## config.mk

```make
export PLATFORM = sky130hd
export DESIGN_NAME = price_key_sorter_flat
export DESIGN_NICKNAME = d
export VERILOG_FILES = /design/src/sv/psk_pkg.sv /design/src/sv/psk_if.sv /design/src/sv/price_key_sorter.sv /design/src/sv/psk_datapath.sv /design/src/sv/psk_ctrl.sv /design/src/flat_wrapper.sv
export SDC_FILE = /design/constraint.sdc
export NUM_CORES = 2
export LEC_CHECK = 0
export BUFFER_PORTS_ARGS = -buffer_cell sky130_fd_sc_hd__buf_4
export CAP_MARGIN = 20
export CORE_AREA = 10 10 410 412
export CTS_BUF_LIST = sky130_fd_sc_hd__clkbuf_4
export DETAILED_ROUTE_END_ITERATION = 8
export DIE_AREA = 0 0 420 422
export MAX_ROUTING_LAYER = met4
export PLACE_DENSITY_LB_ADDON = 0.2
export SYNTH_ARGS = -nofsm -noshare
export SYNTH_HDL_FRONTEND = slang
export SYNTH_HIERARCHICAL = 1
export SYNTH_SLANG_ARGS = --single-unit
```

## constraint.sdc

```tcl
create_clock -name clk -period 12.85 [get_ports clk]
set_input_delay 2.57 -clock clk [delete_from_list [all_inputs] [get_ports clk]]
set_output_delay 2.57 -clock clk [all_outputs]
set_load 0.02 [all_outputs]
```

## src/sv/psk_pkg.sv

```systemverilog
// Shared types and constants for the price key sorter.
package psk_pkg;

	localparam int KEY_W = 48;

	typedef logic [KEY_W-1:0] key_t;

	// Commands from the controller to the datapath
	typedef struct packed {
		logic insert;     // store the input key in order
		logic mark_drop;  // store full: note the lost key
		logic shift;      // head key taken: move the row down
	} dp_cmd_t;

	// Status from the datapath to the controller
	typedef struct packed {
		logic full;       // every slot holds a key
		logic one_left;   // only the head slot holds a key
	} dp_sts_t;

endpackage

```

## src/sv/psk_if.sv

```systemverilog
// Valid/ready channel interfaces for input keys and sorted results.
interface psk_in_if;
	logic                valid;
	logic                ready;
	logic [psk_pkg::KEY_W-1:0] price;
	logic                is_last;

	modport source (output valid, output price, output is_last, input ready);
	modport sink   (input valid, input price, input is_last, output ready);
endinterface

interface psk_out_if;
	logic                valid;
	logic                ready;
	logic [psk_pkg::KEY_W-1:0] sorted_price;
	logic                last_out;
	logic                overflow;

	modport source (output valid, output sorted_price, output last_out, output overflow,
		input ready);
	modport sink   (input valid, input sorted_price, input last_out, input overflow,
		output ready);
endinterface

```

## src/sv/price_key_sorter.sv

```systemverilog
// Top level of the price key sorter: controller, sorted slot row and channel wiring.
//
// Usage:
//   key_in  carries price keys (48-bit unsigned) with is_last marking the end of a batch.
//   key_out carries the batch back in ascending order: sorted_price, last_out on the
//   final item, and overflow on every item if any key of the batch was dropped.
//   Up to MAX_KEYS keys are held; further keys of the batch are discarded.
// Timing:
//   Each key is inserted into place in the cycle it is accepted (one compare per slot),
//   so input runs at one item per cycle while loading. After the last key is accepted,
//   the first result is valid the next cycle and results follow at one per cycle while
//   key_out is ready. No new key is taken while a batch drains; every key leaves
//   through the single head slot.
// Reset:
//   arst_n clears the count, the drop flag and the controller; the block starts loading.
// Backpressure:
//   A stalled receiver holds the head item steady on key_out; nothing is lost.
module price_key_sorter #(
	parameter int MAX_KEYS = 16
) (
	input  logic       clk,
	input  logic       arst_n,
	psk_in_if.sink     key_in,
	psk_out_if.source  key_out
);
	import psk_pkg::*;

	dp_cmd_t cmd;
	dp_sts_t sts;

	psk_ctrl u_ctrl (
		.clk       (clk),
		.arst_n    (arst_n),
		.in_valid  (key_in.valid),
		.in_last   (key_in.is_last),
		.in_ready  (key_in.ready),
		.out_valid (key_out.valid),
		.out_ready (key_out.ready),
		.sts       (sts),
		.cmd       (cmd)
	);

	psk_datapath #(
		.MAX_KEYS (MAX_KEYS)
	) u_datapath (
		.clk      (clk),
		.arst_n   (arst_n),
		.cmd      (cmd),
		.key      (key_in.price),
		.sts      (sts),
		.head_key (key_out.sorted_price),
		.dropped  (key_out.overflow)
	);

	assign key_out.last_out = sts.one_left;

endmodule

```

## src/sv/psk_datapath.sv

```systemverilog
// Sorted slot row with key count and drop flag: inserts in order, drains from the head.
module psk_datapath #(
	parameter int MAX_KEYS = 16
) (
	input  logic              clk,
	input  logic              arst_n,
	input  psk_pkg::dp_cmd_t  cmd,
	input  psk_pkg::key_t     key,
	output psk_pkg::dp_sts_t  sts,
	output psk_pkg::key_t     head_key,
	output logic              dropped
);
	import psk_pkg::*;

	localparam int CW = $clog2(MAX_KEYS + 1);

	key_t            slot_q [MAX_KEYS];
	logic [CW-1:0]   count_q;
	logic            dropped_q;
	logic [MAX_KEYS-1:0] goes_before;

	// Each slot compares the new key with its own; an empty slot always yields
	generate
		for (genvar i = 0; i < MAX_KEYS; i++) begin : g_slot
			assign goes_before[i] = (CW'(i) >= count_q) || (key < slot_q[i]);

			always_ff @(posedge clk) begin
				if (cmd.insert) begin
					if (goes_before[i]) begin
						if (i == 0)
							slot_q[i] <= key;
						else if (!goes_before[(i == 0) ? 0 : i-1])
							slot_q[i] <= key;
						else
							slot_q[i] <= slot_q[(i == 0) ? 0 : i-1];
					end
				end else if (cmd.shift) begin
					if (i < MAX_KEYS - 1)
						slot_q[i] <= slot_q[(i < MAX_KEYS - 1) ? i+1 : i];
				end
			end
		end
	endgenerate

	// Key count and drop flag; both clear as the final key leaves
	always_ff @(posedge clk or negedge arst_n) begin
		if (!arst_n) begin
			count_q   <= '0;
			dropped_q <= 1'b0;
		end else begin
			if (cmd.insert)
				count_q <= count_q + CW'(1);
			else if (cmd.shift)
				count_q <= count_q - CW'(1);

			if (cmd.mark_drop)
				dropped_q <= 1'b1;
			else if (cmd.shift && sts.one_left)
				dropped_q <= 1'b0;
		end
	end

	assign sts.full     = (count_q == CW'(MAX_KEYS));
	assign sts.one_left = (count_q == CW'(1));
	assign head_key     = slot_q[0];
	assign dropped      = dropped_q;

`ifndef NO_ASSERTIONS
	a_count_bound: assert property (@(posedge clk) disable iff (!arst_n)
		count_q <= CW'(MAX_KEYS))
		else $error("key count beyond capacity");

	a_head_order: assert property (@(posedge clk) disable iff (!arst_n)
		(count_q >= CW'(2)) |-> (slot_q[0] <= slot_q[1]))
		else $error("head slots out of order");

	a_shift_count: assert property (@(posedge clk) disable iff (!arst_n)
		(cmd.shift && !cmd.insert) |=> (count_q == $past(count_q) - CW'(1)))
		else $error("drain did not drop the count");

	a_no_store_full: assert property (@(posedge clk) disable iff (!arst_n)
		sts.full |-> !cmd.insert)
		else $error("insert while full");
`endif

endmodule

```

## src/sv/psk_ctrl.sv

```systemverilog
// Load/drain controller for the price key sorter.
module psk_ctrl (
	input  logic              clk,
	input  logic              arst_n,
	input  logic              in_valid,
	input  logic              in_last,
	output logic              in_ready,
	output logic              out_valid,
	input  logic              out_ready,
	input  psk_pkg::dp_sts_t  sts,
	output psk_pkg::dp_cmd_t  cmd
);
	import psk_pkg::*;

	localparam logic ST_LOAD  = 1'b0;
	localparam logic ST_DRAIN = 1'b1;

	logic state_q;
	logic in_acc;
	logic out_acc;

	assign in_ready  = (state_q == ST_LOAD);
	assign out_valid = (state_q == ST_DRAIN);
	assign in_acc    = in_valid && in_ready;
	assign out_acc   = out_valid && out_ready;

	// Datapath commands
	assign cmd.insert    = in_acc && !sts.full;
	assign cmd.mark_drop = in_acc && sts.full;
	assign cmd.shift     = out_acc;

	// Load until the last key, then drain until the row is empty
	always_ff @(posedge clk or negedge arst_n) begin
		if (!arst_n) begin
			state_q <= ST_LOAD;
		end else begin
			unique case (state_q)
				ST_LOAD: begin
					if (in_acc && in_last)
						state_q <= ST_DRAIN;
				end
				ST_DRAIN: begin
					if (out_acc && sts.one_left)
						state_q <= ST_LOAD;
				end
				default: state_q <= ST_LOAD;
			endcase
		end
	end

endmodule

```

## src/flat_wrapper.sv

```systemverilog
// flat-port wrapper written by rule: the top's interface ports become plain ports
module price_key_sorter_flat import psk_pkg::*;
#(
	parameter int MAX_KEYS = 16
)
  (clk, arst_n, key_in_valid, key_in_price, key_in_is_last, key_in_ready, key_out_valid, key_out_sorted_price, key_out_last_out, key_out_overflow, key_out_ready);
  psk_in_if key_in_i ();
  psk_out_if key_out_i ();
  input  logic clk;
  input  logic arst_n;
  input wire logic [$bits(key_in_i.valid)-1:0] key_in_valid;
  input wire logic [$bits(key_in_i.price)-1:0] key_in_price;
  input wire logic [$bits(key_in_i.is_last)-1:0] key_in_is_last;
  output wire logic [$bits(key_in_i.ready)-1:0] key_in_ready;
  output wire logic [$bits(key_out_i.valid)-1:0] key_out_valid;
  output wire logic [$bits(key_out_i.sorted_price)-1:0] key_out_sorted_price;
  output wire logic [$bits(key_out_i.last_out)-1:0] key_out_last_out;
  output wire logic [$bits(key_out_i.overflow)-1:0] key_out_overflow;
  input wire logic [$bits(key_out_i.ready)-1:0] key_out_ready;
  assign key_in_i.valid = key_in_valid;
  assign key_in_i.price = key_in_price;
  assign key_in_i.is_last = key_in_is_last;
  assign key_in_ready = key_in_i.ready;
  assign key_out_valid = key_out_i.valid;
  assign key_out_sorted_price = key_out_i.sorted_price;
  assign key_out_last_out = key_out_i.last_out;
  assign key_out_overflow = key_out_i.overflow;
  assign key_out_i.ready = key_out_ready;
  price_key_sorter #(.MAX_KEYS(MAX_KEYS)) u_core (.clk(clk), .arst_n(arst_n), .key_in(key_in_i), .key_out(key_out_i));
endmodule
```

==> results.tsv <==
stage	metric	value	unit
die	rows	147	
critical_path	crit_top_cell	buf_4	
timing	fin_crit	6930	ps
route	ant_nets	0	
cts	ctsHoldBuffers	0	
timing	fin_tns_setup	0	ps
layout	final_common_cell	inv_1	
yosys	ys_ff_latch	775	
yosys	synth-xor-area-share	0.0631	%
critical_path	worst_setup_path_start_kind	primary input	
yosys	seq_area_frac_synth	41.8	%
die	die_x	420	um
grt	grt_pass1_wl	293000	um
timing	rsz0062_at_grt	false	
cts	cts_tree	yes	
critical_path	worstPathArrival	7840	ps
timing	period_share	53.9	%
route	vias	45700	
critical_path	end_kind	register	
cts	cts_root_buf	clkbuf_4	
yosys	syn_area	55500	sq um
yosys	synth_warnings	6	
grt	grt-ovfl-total	0	
placed_design	gp_congestion	0.887	
layout	fin_area	60800	sq um
grt	grt_usage	22.4	%
route	drt_iter0_drc	4765	
power	p_per_area	249	nW/um^2
layout	final_cell_mix	inv_1, edfxtp_1, ha_1	
yosys	synth_simple_gate_area_share	10.2	%
critical_path	path_buf_inv	4	
critical_path	cpLargestDelayFamily	compound AO/OA/AOI/OAI gates	
power	irDropWorstVdd	0.198	mV
critical_path	critPathRequiredTime	13760	ps
die	die_y	422	um
yosys	synth_top_family_by_area	compound AO/OA/AOI/OAI gates	
yosys	synth_ff_type	edfxtp_1	
yosys	synth-edff-count	768	
layout	drive_above_1_share	11.7	%
placed_design	place_area	57800	sq um
timing	hold_violations	0	
outcome	status	finished, final reports clean	
worst_hold_path	min_from	u_core/u_datapath/dropped	
cts	insertion_delay	1300	ps
critical_path	r2r_start	u_core/u_datapath/slot_q[0][39]	
placed_design	dp_hpwl	139000	um
route	viasPerCell	5.84	
power	p_leak	26.3	nW
timing	tightestPinTransition	1200	ps
route	drc	0	
timing	fin_hold_ws	495	ps
cts	cts_made_buffers	230	
timing	finClkSkew	112	ps
yosys	async_flop_share	0.903	%
die	die-area	177000	sq um
critical_path	path_cells	buf_4 > ha_1 > a21o_1 > a221o_1 > a221oi_1 > o21ai_1 > a311oi_1 > buf_2 > o21ai_4 > buf_4 > nor2_4 > buf_4 > mux2i_1 > a21oi_1	
worst_hold_path	holdCritPathClass	reg2reg	
yosys	avgSynthCellArea	10.1	sq um
yosys	synthAdderAreaFrac	17.1	%
timing	slew_violations	0	
power	fin_total_pwr	15.2	mW
critical_path	crit_start	key_in_price[33]	
timing	slew_headroom	19.3	%
grt	grt_max_degree	167	
route	drt_first_pass_iters	5	
timing	fmax	144	MHz
timing	fin_ws	5920	ps
grt	first_global_vias	44100	
cts	cts_resized	0	
cts	htree_levels	4	
die	io_pins	105	
cts	clkTransAtPathRegs	60	ps
route	wirelength	200000	um
yosys	synth_cell_type_count	78	
cts	clock_path_buffers	3	
route	wire_per_inst	25.5	um
grt	antenna_found_initial	6	
layout	nFillCells	15900	
die	core	160000	sq um
critical_path	criticalPathCategory	in2reg	
cts	cts_num_sinks	775	
yosys	syn_inst	5525	
placed_design	pre_cts_slack	4740	ps
yosys	synth-compound-area-share	19.4	%
critical_path	slowest_stage	nor2_4	
layout	syn_to_final_growth	9.54	%
yosys	synth.area.mux_share	2.95	%
die	initial_core_util	34.7	%
timing	setup_viol	0	
placed_design	io_buffers	104	
critical_path	cp_max_fo	51	
yosys	syn_nets	6335	
run	drv_cap	0	
layout	nets	6354	
critical_path	critPathMaxStageDelay	940	ps
cts	post_cts_buffers	0	
-- worst reg2reg max path: cells and delay by family (launching register included) --
family                     cells  cell delay, ps
AOI/OAI and AO/OA              3             630
DFF                            1             530
and+or+nand+nor                5            2800
adders and majority gates      1             310
buffers and inverters          3            1180
-- per-stage QoR --
step | std cells | utilization [%]
after detailed placement | 7396 | 36.2
after global routing | 7818 | 38.0
after CTS | 7808 | 38.0
after floorplan | 5525 | -
after global placement | 7389 | 36.1
final | 7822 | 38.1
-- routing by layer --
metal	wire (um)	part of all wire, %	GRT usage (%)	vias up
li1	-	-	-	21000
met2	93200	47	35.5	1819
met1	86100	43	29.1	22500
met3	14100	7.1	3.61	345
met5	0	0	-	-
met4	6310	3.2	7.26	0
-- final cells by class --
class / instances / area, sq um / share of cell area (%)
multi-input cells: 3598 / 27800 / 45.7
flip-flops and latches: 775 / 23200 / 38.2
inverters: 772 / 2900 / 4.76
well taps: 2086 / 2610 / 4.29
clock buffers: 345 / 2590 / 4.26
repair buffers: 167 / 1330 / 2.19
clock inverters: 67 / 344 / 0.566
diodes: 12 / 30.0 / 0.0494
-- power by group --
| group | switching (mW) | total [mW] | leakage (nW) | internal [mW] |
|---|---|---|---|---|
| logic | 4.99 | 7.34 | 17.0 | 2.35 |
| clock network | 1.24 | 2.48 | 1.75 | 1.24 |
| registers | 0.662 | 5.33 | 7.56 | 4.67 |
| total | 6.89 | 15.2 | 26.3 | 8.27 |
-- kinds of logic after synthesis --
logic type,Yosys count
XOR/XNOR,4
AND/OR/NAND/NOR,1193
adder cells (fa/ha/maj),757
multiplexers,150
buffers and inverters,1152
flip-flops,775
AO/OA/AOI/OAI,1494
-- Yosys cell counts, types with 23 or more instances --
library cell | number | share of area (%)
nor2_1 | 128 | 0.87
nor2b_1 | 27 | 0.30
nand2_1 | 468 | 3.2
mux2_2 | 28 | 0.57
buf_4 | 59 | 0.80
buf_2 | 64 | 0.58
mux2i_1 | 102 | 1.8
a211oi_1 | 34 | 0.46
a21oi_1 | 347 | 3.1
o21ai_1 | 32 | 0.29
a22oi_1 | 50 | 0.68
edfxtp_1 | 768 | 42
ha_1 | 757 | 17
buf_1 | 24 | 0.16
nor3_1 | 23 | 0.21
o221ai_1 | 471 | 7.4
nand3_1 | 318 | 2.9
nand4_1 | 130 | 1.5
o21ai_0 | 231 | 2.1
clkbuf_1 | 219 | 1.5
inv_1 | 772 | 5.2
a21o_1 | 164 | 2.2
o221ai_2 | 47 | 1.3
-- sequential cells by signal, indices dropped and copies added, names as in the netlist --
register                   flops
u_core/u_datapath/count_q      5
u_core/u_datapath/slot_q     768
u_core/u_ctrl/out_valid        1
u_core/u_datapath/dropped      1
-- worst paths after layout --
| check | to | cells past startpoint | slack [ps] |
|---|---|---|---|
| worst min register to register | u_core/u_datapath/dropped | 1 | 500 |
| worst min-delay path | u_core/u_datapath/dropped | 1 | 500 |
| worst max-delay path | u_core/u_datapath/slot_q[1][162] | 14 | 5920 |
| max in group asynchronous | u_core/u_datapath/count_q[3] | 1 | 11520 |
| worst max register to register | u_core/u_datapath/slot_q[0][65] | 12 | 7070 |
| min in group asynchronous | u_core/u_datapath/count_q[2] | 1 | 1130 |
No activity file was read; power rests on OpenSTA's default activity.
